File: src/noc_pkg.sv
// ----------------------------------------------------------------------------
// noc_pkg: shared types and microcode for the nearest orientation classifier
// Holds the item structs, the reference vector layout, the control word
// format and the read-only program that sequences the datapath.
// ----------------------------------------------------------------------------
package noc_pkg;

    // Fixed field widths of the items.
    localparam int SAMPLE_W = 12;
    localparam int KIND_W   = 2;
    localparam int SLOT_W   = 3;
    localparam int FACE_W   = 3;
    localparam int DIST_W   = 26;

    // One squared axis difference and the sum over three axes.
    localparam int SQ_W  = 2 * SAMPLE_W;
    localparam int SUM_W = SQ_W + 2;

    // Item kinds.
    localparam logic [KIND_W-1:0] KIND_SAMPLE = 2'd0;
    localparam logic [KIND_W-1:0] KIND_CALIB  = 2'd1;
    localparam logic [KIND_W-1:0] KIND_LOAD   = 2'd2;

    typedef struct packed {
        logic [KIND_W-1:0]          kind;
        logic signed [SAMPLE_W-1:0] sample_x;
        logic signed [SAMPLE_W-1:0] sample_y;
        logic signed [SAMPLE_W-1:0] sample_z;
        logic [SLOT_W-1:0]          slot;
    } in_item_t;

    typedef struct packed {
        logic [FACE_W-1:0] face_index;
        logic              changed;
        logic [DIST_W-1:0] distance;
    } out_item_t;

    // One reference vector, also the layout of the last sample.
    typedef struct packed {
        logic signed [SAMPLE_W-1:0] x;
        logic signed [SAMPLE_W-1:0] y;
        logic signed [SAMPLE_W-1:0] z;
    } vec_t;

    // Microcode control word.
    localparam int PC_W = 3;
    typedef logic [PC_W-1:0] pc_t;

    typedef enum logic [2:0] {
        OP_NOP,
        OP_LATCH,
        OP_ISSUE,
        OP_WR_LAST,
        OP_WR_ITEM,
        OP_REPLY
    } uop_t;

    typedef enum logic [2:0] {
        C_NEXT,
        C_JUMP,
        C_DISPATCH,
        C_LOOP,
        C_WAIT_OUT
    } cond_t;

    typedef struct packed {
        uop_t  op;
        cond_t cond;
        pc_t   target;
    } ctl_t;

    // Program addresses. The four dispatch targets are contiguous, in kind order.
    localparam pc_t PC_WAIT   = 3'd0;
    localparam pc_t PC_SCAN   = 3'd1;
    localparam pc_t PC_CALIB  = 3'd2;
    localparam pc_t PC_LOAD   = 3'd3;
    localparam pc_t PC_SKIP   = 3'd4;
    localparam pc_t PC_DRAIN0 = 3'd5;
    localparam pc_t PC_DRAIN1 = 3'd6;
    localparam pc_t PC_REPLY  = 3'd7;

    // The program. The wait step dispatches to its target plus the item kind.
    function automatic ctl_t ucode_rom(input pc_t pc);
        ctl_t w;
        case (pc)
            PC_WAIT:   w = '{op: OP_LATCH,   cond: C_DISPATCH, target: PC_SCAN};
            PC_SCAN:   w = '{op: OP_ISSUE,   cond: C_LOOP,     target: PC_DRAIN0};
            PC_CALIB:  w = '{op: OP_WR_LAST, cond: C_JUMP,     target: PC_REPLY};
            PC_LOAD:   w = '{op: OP_WR_ITEM, cond: C_JUMP,     target: PC_REPLY};
            PC_SKIP:   w = '{op: OP_NOP,     cond: C_JUMP,     target: PC_REPLY};
            PC_DRAIN0: w = '{op: OP_NOP,     cond: C_NEXT,     target: PC_DRAIN1};
            PC_DRAIN1: w = '{op: OP_NOP,     cond: C_NEXT,     target: PC_REPLY};
            PC_REPLY:  w = '{op: OP_REPLY,   cond: C_WAIT_OUT, target: PC_WAIT};
            default:   w = '{op: OP_NOP,     cond: C_JUMP,     target: PC_WAIT};
        endcase
        return w;
    endfunction

endpackage

File: src/nearest_orientation_classifier.sv
// ----------------------------------------------------------------------------
// nearest_orientation_classifier: nearest reference vector search
// A small microcoded sequencer that finds the stored reference vector closest
// to an acceleration sample by squared Euclidean distance.
// ----------------------------------------------------------------------------
// Usage. Items enter on in_valid/in_ready and results leave on
// out_valid/out_ready; both are accepted when valid and ready are high at a
// rising edge. Every item gives exactly one result. A sample item scans all
// NUM_SLOTS reference rows, one row read per cycle from the table memory,
// through a three-stage read, square and compare pipeline; the lowest slot
// wins a tie. Calibrate and load items write one row and answer at once.
// A sample item steps through the scan of every row, both drain steps and the
// reply step before its result is valid; the other kinds go from their write
// or skip step straight to the reply step. One item is in work at a time, and
// for samples the scan loop over the single table read port sets the pace.
// The finished result sits in an output register, so the next item is
// accepted while it waits; a stalled receiver holds the block only at the
// step that would overwrite that register. Reset clears the table (per-row
// valid bits), the last sample and the current face at once.
// ----------------------------------------------------------------------------
module nearest_orientation_classifier #(
    parameter int NUM_SLOTS = 8
) (
    input  logic               clk,
    input  logic               rst_n,
    input  logic               in_valid,
    output logic               in_ready,
    input  noc_pkg::in_item_t  in_item,
    output logic               out_valid,
    input  logic               out_ready,
    output noc_pkg::out_item_t out_item
);

    localparam int ROW_W = (NUM_SLOTS > 1) ? $clog2(NUM_SLOTS) : 1;

    // Sequencer state.
    noc_pkg::pc_t      pc_reg, pc_next;
    noc_pkg::ctl_t     ctl;
    logic [ROW_W-1:0]  ctr_reg, ctr_next;
    logic              ctr_last;

    // Item and last sample.
    noc_pkg::in_item_t item_reg;
    noc_pkg::vec_t     last_reg;
    logic [ROW_W-1:0]  cur_face_reg;

    // Reference table memory with per-row valid bits.
    noc_pkg::vec_t     table_mem [NUM_SLOTS];
    logic [NUM_SLOTS-1:0] row_valid_reg;
    logic [ROW_W+noc_pkg::SLOT_W-1:0] slot_ext;
    logic [ROW_W-1:0]  wr_row;
    logic              slot_ok;
    logic              wr_en;
    noc_pkg::vec_t     wr_data;

    // Scan pipeline.
    noc_pkg::vec_t     rd_q_reg;
    logic              rd_row_valid_reg;
    logic              rd_v_reg;
    logic [ROW_W-1:0]  rd_tag_reg;
    noc_pkg::vec_t     ref_vec;
    logic signed [noc_pkg::SAMPLE_W:0]     dx, dy, dz;
    logic signed [2*noc_pkg::SAMPLE_W+1:0] px, py, pz;
    logic [noc_pkg::SQ_W-1:0] sqx_reg, sqy_reg, sqz_reg;
    logic              sq_v_reg;
    logic [ROW_W-1:0]  sq_tag_reg;
    logic [noc_pkg::SUM_W-1:0] dsum;
    logic [noc_pkg::SUM_W-1:0] best_d_reg;
    logic [ROW_W-1:0]  best_row_reg;

    // Output register.
    logic              out_valid_reg;
    noc_pkg::out_item_t out_reg, out_next;
    logic              out_load;
    logic              in_fire;
    logic [ROW_W+noc_pkg::FACE_W-1:0] face_ext;
    logic [ROW_W-1:0]  face_row;
    logic              is_sample;

    // Control word of the current step.
    always_comb
    begin
        ctl = noc_pkg::ucode_rom(pc_reg);
    end

    assign in_ready = (ctl.op == noc_pkg::OP_LATCH);
    assign in_fire  = in_valid && in_ready;
    assign ctr_last = (ctr_reg == ROW_W'(NUM_SLOTS - 1));
    assign out_load = (ctl.op == noc_pkg::OP_REPLY) && (!out_valid_reg || out_ready);

    // Next step: fall through, jump, dispatch on kind, scan loop or output wait.
    always_comb
    begin
        pc_next = pc_reg;
        case (ctl.cond)
            noc_pkg::C_NEXT:     pc_next = pc_reg + noc_pkg::pc_t'(1);
            noc_pkg::C_JUMP:     pc_next = ctl.target;
            noc_pkg::C_DISPATCH:
            begin
                if (in_fire)
                begin
                    pc_next = ctl.target + noc_pkg::pc_t'(in_item.kind);
                end
            end
            noc_pkg::C_LOOP:
            begin
                if (ctr_last)
                begin
                    pc_next = ctl.target;
                end
            end
            noc_pkg::C_WAIT_OUT:
            begin
                if (out_load)
                begin
                    pc_next = ctl.target;
                end
            end
            default:             pc_next = noc_pkg::PC_WAIT;
        endcase
    end

    // Row counter: cleared while waiting, stepped by each issued read up to the last row.
    always_comb
    begin
        ctr_next = ctr_reg;
        if (ctl.op == noc_pkg::OP_LATCH)
        begin
            ctr_next = '0;
        end
        else if (ctl.op == noc_pkg::OP_ISSUE && !ctr_last)
        begin
            ctr_next = ctr_reg + ROW_W'(1);
        end
    end

    always_ff @(posedge clk or negedge rst_n)
    begin
        if (!rst_n)
        begin
            pc_reg  <= noc_pkg::PC_WAIT;
            ctr_reg <= '0;
        end
        else
        begin
            pc_reg  <= pc_next;
            ctr_reg <= ctr_next;
        end
    end

    // Item capture; a sample item also becomes the last sample.
    always_ff @(posedge clk)
    begin
        if (in_fire)
        begin
            item_reg <= in_item;
        end
    end

    always_ff @(posedge clk or negedge rst_n)
    begin
        if (!rst_n)
        begin
            last_reg <= '0;
        end
        else if (in_fire && in_item.kind == noc_pkg::KIND_SAMPLE)
        begin
            last_reg <= '{x: in_item.sample_x, y: in_item.sample_y, z: in_item.sample_z};
        end
    end

    // Table write address and range check.
    assign slot_ext = {ROW_W'(0), item_reg.slot};
    assign wr_row   = slot_ext[ROW_W-1:0];
    assign slot_ok  = (32'(item_reg.slot) < NUM_SLOTS);
    assign wr_en    = slot_ok &&
                      (ctl.op == noc_pkg::OP_WR_LAST || ctl.op == noc_pkg::OP_WR_ITEM);
    assign wr_data  = (ctl.op == noc_pkg::OP_WR_LAST) ? last_reg :
                      noc_pkg::vec_t'{x: item_reg.sample_x, y: item_reg.sample_y,
                                      z: item_reg.sample_z};

    // Table memory: at most one write and one registered read per cycle.
    always_ff @(posedge clk)
    begin
        if (wr_en)
        begin
            table_mem[wr_row] <= wr_data;
        end
        rd_q_reg <= table_mem[ctr_reg];
    end

    always_ff @(posedge clk or negedge rst_n)
    begin
        if (!rst_n)
        begin
            row_valid_reg    <= '0;
            rd_row_valid_reg <= 1'b0;
        end
        else
        begin
            if (wr_en)
            begin
                row_valid_reg[wr_row] <= 1'b1;
            end
            rd_row_valid_reg <= row_valid_reg[ctr_reg];
        end
    end

    // A row never written since reset reads as zero.
    assign ref_vec = rd_row_valid_reg ? rd_q_reg : '0;

    // Square stage: per-axis difference and its square.
    assign dx = {last_reg.x[noc_pkg::SAMPLE_W-1], last_reg.x} -
                {ref_vec.x[noc_pkg::SAMPLE_W-1], ref_vec.x};
    assign dy = {last_reg.y[noc_pkg::SAMPLE_W-1], last_reg.y} -
                {ref_vec.y[noc_pkg::SAMPLE_W-1], ref_vec.y};
    assign dz = {last_reg.z[noc_pkg::SAMPLE_W-1], last_reg.z} -
                {ref_vec.z[noc_pkg::SAMPLE_W-1], ref_vec.z};
    assign px = dx * dx;
    assign py = dy * dy;
    assign pz = dz * dz;

    always_ff @(posedge clk)
    begin
        rd_tag_reg <= ctr_reg;
        sqx_reg    <= px[noc_pkg::SQ_W-1:0];
        sqy_reg    <= py[noc_pkg::SQ_W-1:0];
        sqz_reg    <= pz[noc_pkg::SQ_W-1:0];
        sq_tag_reg <= rd_tag_reg;
    end

    always_ff @(posedge clk or negedge rst_n)
    begin
        if (!rst_n)
        begin
            rd_v_reg <= 1'b0;
            sq_v_reg <= 1'b0;
        end
        else
        begin
            rd_v_reg <= (ctl.op == noc_pkg::OP_ISSUE);
            sq_v_reg <= rd_v_reg;
        end
    end

    // Compare stage: the first row seeds the best, later rows win only if strictly closer.
    assign dsum = noc_pkg::SUM_W'(sqx_reg) + noc_pkg::SUM_W'(sqy_reg) +
                  noc_pkg::SUM_W'(sqz_reg);

    always_ff @(posedge clk)
    begin
        if (sq_v_reg && (sq_tag_reg == '0 || dsum < best_d_reg))
        begin
            best_d_reg   <= dsum;
            best_row_reg <= sq_tag_reg;
        end
    end

    // Result assembly.
    assign is_sample = (item_reg.kind == noc_pkg::KIND_SAMPLE);
    assign face_row  = is_sample ? best_row_reg : cur_face_reg;
    assign face_ext  = {noc_pkg::FACE_W'(0), face_row};

    always_comb
    begin
        out_next.face_index = face_ext[noc_pkg::FACE_W-1:0];
        out_next.changed    = is_sample && (best_row_reg != cur_face_reg);
        out_next.distance   = is_sample ? noc_pkg::DIST_W'(best_d_reg) : '0;
    end

    always_ff @(posedge clk or negedge rst_n)
    begin
        if (!rst_n)
        begin
            out_valid_reg <= 1'b0;
            cur_face_reg  <= '0;
        end
        else
        begin
            if (out_load)
            begin
                out_valid_reg <= 1'b1;
                if (is_sample)
                begin
                    cur_face_reg <= best_row_reg;
                end
            end
            else if (out_ready)
            begin
                out_valid_reg <= 1'b0;
            end
        end
    end

    always_ff @(posedge clk)
    begin
        if (out_load)
        begin
            out_reg <= out_next;
        end
    end

    assign out_valid = out_valid_reg;
    assign out_item  = out_reg;

    // The square stage only ever holds a row that the read stage held in the cycle before.
    a_sq_follows_rd: assert property (@(posedge clk) disable iff (!rst_n)
        sq_v_reg |-> $past(rd_v_reg))
        else $error("square stage valid without a preceding read");

    // A result is formed only once the scan pipeline has drained.
    a_reply_drained: assert property (@(posedge clk) disable iff (!rst_n)
        out_load |-> (!rd_v_reg && !sq_v_reg))
        else $error("result loaded while the scan pipeline still holds rows");

    // An accepted item never produces its result in the very next cycle.
    a_no_instant_reply: assert property (@(posedge clk) disable iff (!rst_n)
        in_fire |=> !out_load)
        else $error("result loaded directly after item acceptance");

    // The table is never written while a scan is reading it.
    a_no_write_in_scan: assert property (@(posedge clk) disable iff (!rst_n)
        wr_en |-> (!rd_v_reg && !sq_v_reg && ctl.op != noc_pkg::OP_ISSUE))
        else $error("table write overlaps a scan");

endmodule

File: config.mk
export PLATFORM = sky130hd
export DESIGN_NAME = nearest_orientation_classifier
export DESIGN_NICKNAME = d
export VERILOG_FILES = /design/src/noc_pkg.sv /design/src/nearest_orientation_classifier.sv
export SDC_FILE = /design/constraint.sdc
export NUM_CORES = 2
export LEC_CHECK = 0
export BUFFER_PORTS_ARGS = -buffer_cell sky130_fd_sc_hd__buf_2
export CAP_MARGIN = 10
export CORE_MARGIN = 3
export CORE_UTILIZATION = 58
export DETAILED_ROUTE_END_ITERATION = 10
export PLACE_DENSITY_LB_ADDON = 0.3
export SYNTH_ARGS = -nofsm -noshare
export SYNTH_HDL_FRONTEND = slang
export SYNTH_SLANG_ARGS = --single-unit
File: constraint.sdc
create_clock -name clk -period 7.11 [get_ports clk]
set_input_delay 1.422 -clock clk [delete_from_list [all_inputs] [get_ports clk]]
set_output_delay 1.422 -clock clk [all_outputs]
set_load 0.1 [all_outputs]
======== Word-level counts from Yosys, hierarchy flattened ========
Memories as Yosys holds them, arrays and structs flattened. A register that Yosys moved wholly into a read port is not among the register bits.
Index checks and enable logic that the tools add are counted.
storage, ports and cells
  bits in registers ....................... 235
  RAM bits ................................ 288
  bits in read-only memories .............. 72
  input port bits ......................... 45
  output and inout port bits .............. 32
  memories kept ........................... 2
cells by class
  $add $sub $neg .......................... 8
  $mul .................................... 3
  order comparisons ....................... 4
  equal/unequal tests ..................... 14
  mux-type cells .......................... 17
  bitwise gates (word level) .............. 1
  reduce and logical (&&, ||, !) cells .... 19
memory list
  memory           words  width  read ports  clocked after Yosys merged registers in  write ports  line                                  text
  table_mem        8      36     1           1                                        1            nearest_orientation_classifier.sv:48  noc_pkg::vec_t table_mem [NUM_SLOTS];
  (no name shown)  8      9      1           0                                        0            noc_pkg.sv:85                         case (pc)
operators with widths
  kind                                                         number
  multiplier 13 x 13 -> 24 bit                                 3
  2-to-1 mux 36 bit                                            2
  subtractor 12 x 12 -> 13 bit                                 3
  adder 25 x 24 -> 26 bit                                      1
  less-than comparator 26 bit                                  1
  adder 24 x 24 -> 25 bit                                      1
  2-to-1 mux 3 bit                                             6
  case mux 3 bit (5 select lines)                              1
  equality test 3 x 2 -> 1 bit (second input constant)         4
  equality test 3 bit (second input constant)                  4
  less-than comparator 3 x 4 -> 1 bit (second input constant)  2
  bitwise OR 8 bit                                             1
  logical AND 1 bit                                            7
  adder 3 x 1 -> 3 bit (second input constant)                 2
  equality test 3 x 1 -> 1 bit (second input constant)         2
  logical NOT 3 bit                                            2
  2-to-1 mux 1 bit                                             6
  inequality test 2 bit (second input constant)                3
  logical NOT 2 bit                                            2
  nonzero test 2 bit                                           2
  adder 3 x 2 -> 3 bit                                         1
  binary-select mux 1 bit (select 3 bit)                       1
  demux 1 bit (select 3 bit)                                   1
  >= comparator 3 x 1 -> 1 bit (second input constant)         1
  4 further kinds                                              7

======== Depth between registers and ports, before layout ========
  word-level depth ........................ 5
  gate-level depth with buffers ........... 33
  gate-level depth less buffers ........... 32

======== Worst setup path before layout ========
OpenSTA, ideal clock, no wires.
  path kind ............................... reg-to-reg
  start ................................... reg rd_row_valid_reg
  end ..................................... reg sqx_reg[23] in the netlist's numbering
  arrival ................................. 7.315 ns
  path slack .............................. -0.277 ns
  cell stages (with the launch flop) ...... 31
  path buffers ............................ 1
  clock period less this slack ............ 7.387 ns
  cell sequence ........................... dfrtp_1 > clkbuf_1 > and2_1 > ha_1 > fa_1 > nor2b_1 > o21ai_1 > a21oi_1 > nor2_1 > xnor2_1 > inv_1 > nor2_1 > inv_1 > fa_1 > fa_1 > inv_1 > fa_1 > inv_1 > fa_1 > fa_1 > inv_1 > ha_1 > ha_1 > o21ai_0 > o21bai_1 > or3_1 > a41oi_2 > a21oi_2 > a311o_1 > a31oi_1 > xor2_1
on the way
  cells in the longest elaborated chain, start to end .. 3
ends and longest elaborated chain
  what                          line                                   text
  from (decl)                   nearest_orientation_classifier.sv:58   logic rd_row_valid_reg;
  from (signal assigned)        nearest_orientation_classifier.sv:205  rd_row_valid_reg <= row_valid_reg[ctr_reg];
  2-to-1 mux 36 bit             nearest_orientation_classifier.sv:210  assign ref_vec = rd_row_valid_reg ? rd_q_reg : '0;
  subtractor 12 x 12 -> 13 bit  nearest_orientation_classifier.sv:213  assign dx = {last_reg.x[noc_pkg::SAMPLE_W-1], last_reg.x} -
  multiplier 13 x 13 -> 24 bit  nearest_orientation_classifier.sv:219  assign px = dx * dx;
  named net px, one bit         nearest_orientation_classifier.sv:63   logic signed [2*noc_pkg::SAMPLE_W+1:0] px, py, pz;
  to (signal assigned)          nearest_orientation_classifier.sv:226  sqx_reg <= px[noc_pkg::SQ_W-1:0];
  to (decl)                     nearest_orientation_classifier.sv:64   logic [noc_pkg::SQ_W-1:0] sqx_reg, sqy_reg, sqz_reg;
The timed path passes the listed nets, and every way through them passes these cells.
A chain may end at the register's enable or synchronous reset.

======== Worst setup path in the final report ========
  start ................................... reg rd_row_valid_reg
  end ..................................... reg sqz_reg[23] in the netlist's numbering
on the way
  cells in the longest elaborated chain, start to end .. 3
ends and longest elaborated chain
  what                          line                                   text
  2-to-1 mux 36 bit             nearest_orientation_classifier.sv:210
  subtractor 12 x 12 -> 13 bit  nearest_orientation_classifier.sv:217  assign dz = {last_reg.z[noc_pkg::SAMPLE_W-1], last_reg.z} -
  multiplier 13 x 13 -> 24 bit  nearest_orientation_classifier.sv:221  assign pz = dz * dz;
  named net pz, one bit         nearest_orientation_classifier.sv:63
  to (signal assigned)          nearest_orientation_classifier.sv:228  sqz_reg <= pz[noc_pkg::SQ_W-1:0];
  to (decl)                     nearest_orientation_classifier.sv:64
The timed path passes the listed nets, and every way through them passes these cells.

==> metrics.csv <==
metric,value,unit
status,"complete, but fails checks",
violated checks,setup timing,
CTS tree,done,
HPWL after detailed placement,66000,microns
max reg flops,288,
cell row count,94,
RSZ-0062 raised after global routing,yes,
skew final,0.0290,ns
Hold WC Path Type,reg -> reg,
total track usage,0.265,
initial antenna violation count,1,
Mapped Area,0.0389,sq mm
Crit. path cell count,28,
RR Startpoint,rd_row_valid_reg,
wire per inst,20.3,microns
worst r2r dst,sqz_reg[23],
Die ar.,0.0701,sq mm
Die Ht,265,microns
CTS H-Tree Depth,2,
Max Cap Viol,0,
Crit path required time,7.66,ns
TritonCTS Buffers,56,
post-route clock period utilization,1.01,
pin count of the biggest net entering global routing,58,
vias in the first global route,27200,
Setup CP Type,reg -> reg,
post-route ant nets,0,
Initial DRT Pass Iterations,6,
DRC Markers,0,
initial cell density of the core,0.588,
Sinks on Clock Net,556,
r2r worst-path depth,28,
synth-to-layout area growth,17.3,%
I/O pin cnt,77,
startpoint types,flop,
top-area cell type share of the netlist area,0.300,
R2R Setup Slk,-0.09,ns
worst slew pin tran,0.969,ns
setup tns final,-0.594,ns
clock latency on the worst-skew pair,0.63,ns
critical path startpoint,rd_row_valid_reg,
Post-synth EDFFs,388,
Die W,265,microns
fmax,139,MHz
worst-path fanout max,5,
total grt overflow,0,
family with the most delay on the worst path,adder cells,
Final nets,4299,
Final Hold Viols,0,
Post-synth ARST share,0.103,
final worst slack,-0.0867,ns
Fill cells,4653,
slowest CP cell,fa_2,
sequential share of the synthesized area,0.394,
clock buffer depth,3,
Antenna Cells,0,
crit path capture type,flop,
IO Port Bufs,76,
layout cells sized above 1,0.257,
CP peak stage delay,0.69,ns
post-synth top area cell,edfxtp_1,
Synth Instances,3136,
max_slew headroom,0.354,
most common flop cell mapped by yosys,edfxtp_1,
Synth cell types,87,
"wirelength, routed",90300,microns
routability cong.,0.951,
Slew Limit Fails,0,
syn avg cell area,12.4,sq um
placed cell count,4318,
most frequent CP cell,fa_1,
Final Non-Filler Cells,4456,
min Tclk post-route,7.20,ns
first-pass GRT wire length,145000,microns
core outline area,0.0661,sq mm
# setup viols final,11,
initial DRC count,1692,
Final Util,0.689,
top post-synthesis cells by area,"edfxtp_1, fa_1, ha_1",
CTS clock-pin slew for the worst setup and hold paths,0.08,ns
Worst Path Buf+Inv,5,
vias,24900,
"Data arrival, critical path",7.74,ns
crit path capture,sqz_reg[23],
yosys warns,0,
root buffer cell,clkbuf_16,
synthesized flop and latch total,556,
WHS,0.328,ns
vias per cell,5.59,
-- per-layer routing --
layer	GRT usage	up-vias	share of wire	wire (microns)
met5	0	-	0.00014	13
met4	0.0991	2	0.039	3530
li1	-	11200	-	-
met2	0.448	788	0.49	44700
met1	0.352	12700	0.41	36600
met3	0.0391	195	0.061	5480
-- metrics by stage --
stage,setup slack [ns],area [sq um]
global route,-0.404,45600
floorplan,0.000783,38900
global placement,-0.241,42500
detailed placement,-0.417,42500
finish,-0.0867,45600
CTS,0.00115,45000
-- cells in the final DEF, fill, tap and decap left out, drive strengths merged, types with 7 or more instances in the layout --
master,netlist,final
nor2b,23,23
clkinv,4,22
clkbuf,41,76
mux4,74,74
nand3,13,13
nand2,225,225
a211oi,11,11
nor2,186,186
o21bai,19,19
ha,289,289
xnor2,100,100
dfrtp,57,57
a31oi,15,15
fa,421,421
a31o,9,9
xor2,54,54
o211ai,11,11
or2,13,13
bufinv,0,7
dfxtp,111,111
mux2,115,115
buf,19,407
edfxtp,388,388
inv,560,562
a21oi,75,75
a21o,30,30
and2,16,16
mux2i,9,9
o21a,17,17
nor3,52,52
nand2b,33,33
or3,10,10
o21ai,69,69
-- cells in the mapped netlist (50+ instances only) --
| master | number |
|---|---|
| xnor2_1 | 100 |
| mux4_2 | 74 |
| dfrtp_1 | 57 |
| mux2_2 | 115 |
| inv_1 | 546 |
| fa_1 | 421 |
| ha_1 | 289 |
| nand2_1 | 225 |
| nor3_1 | 50 |
| edfxtp_1 | 388 |
| dfxtp_1 | 111 |
| a21oi_1 | 72 |
| nor2_1 | 184 |
| xor2_1 | 50 |
| o21ai_0 | 60 |
-- cell type report --
type / count / area, sq um / share of cell area
clock buffer: 76 / 1530 / 0.0335
clock inverter: 30 / 395 / 0.00868
inverter: 564 / 2130 / 0.0467
multi-input combinational: 1959 / 22200 / 0.486
sequential: 556 / 15300 / 0.336
tap: 864 / 1080 / 0.0237
timing repair buffer: 407 / 2970 / 0.0652
-- how the worst min path moves through the flow --
| stage | startpoint | end | slack [ns] | cells past startpoint |
|---|---|---|---|---|
| floorplan | rd_tag_reg[0] | sq_tag_reg[0] | 0.31 | 0 |
| global placement | rd_tag_reg[0] | sq_tag_reg[0] | 0.32 | 0 |
| detailed placement | rd_tag_reg[1] | sq_tag_reg[1] | 0.31 | 0 |
| CTS | rd_tag_reg[2] | sq_tag_reg[2] | 0.33 | 0 |
| global route | rd_tag_reg[2] | sq_tag_reg[2] | 0.34 | 0 |
| finish | rd_tag_reg[2] | sq_tag_reg[2] | 0.33 | 0 |
-- cells by family (layout without fill, tap and decap cells) --
kind of cell / after synthesis / after routing / synth area share
xor gates and xnor gates: 154 / 154 / 0.0355
AOI/OAI and AO/OA: 293 / 293 / 0.0512
adders and majority gates: 710 / 710 / 0.310
other: 2 / 5 / 0.000193
DFF: 556 / 556 / 0.394
and+or+nand+nor: 599 / 599 / 0.0697
muxes: 198 / 198 / 0.0785
buffers and inverters: 624 / 1077 / 0.0612
-- repair_timing --
action                     in CTS  in global routing
hold buffers                    0                  0
hold endpoints to repair        0                  0
setup endpoints to repair      24                 30
pin swaps                      92                102
resized for setup              98                118
buffers inserted               18                 18
Power is left out: the tool's default activity adds up to more than one toggle a clock period on the data nets, which glitch-free logic cannot reach.
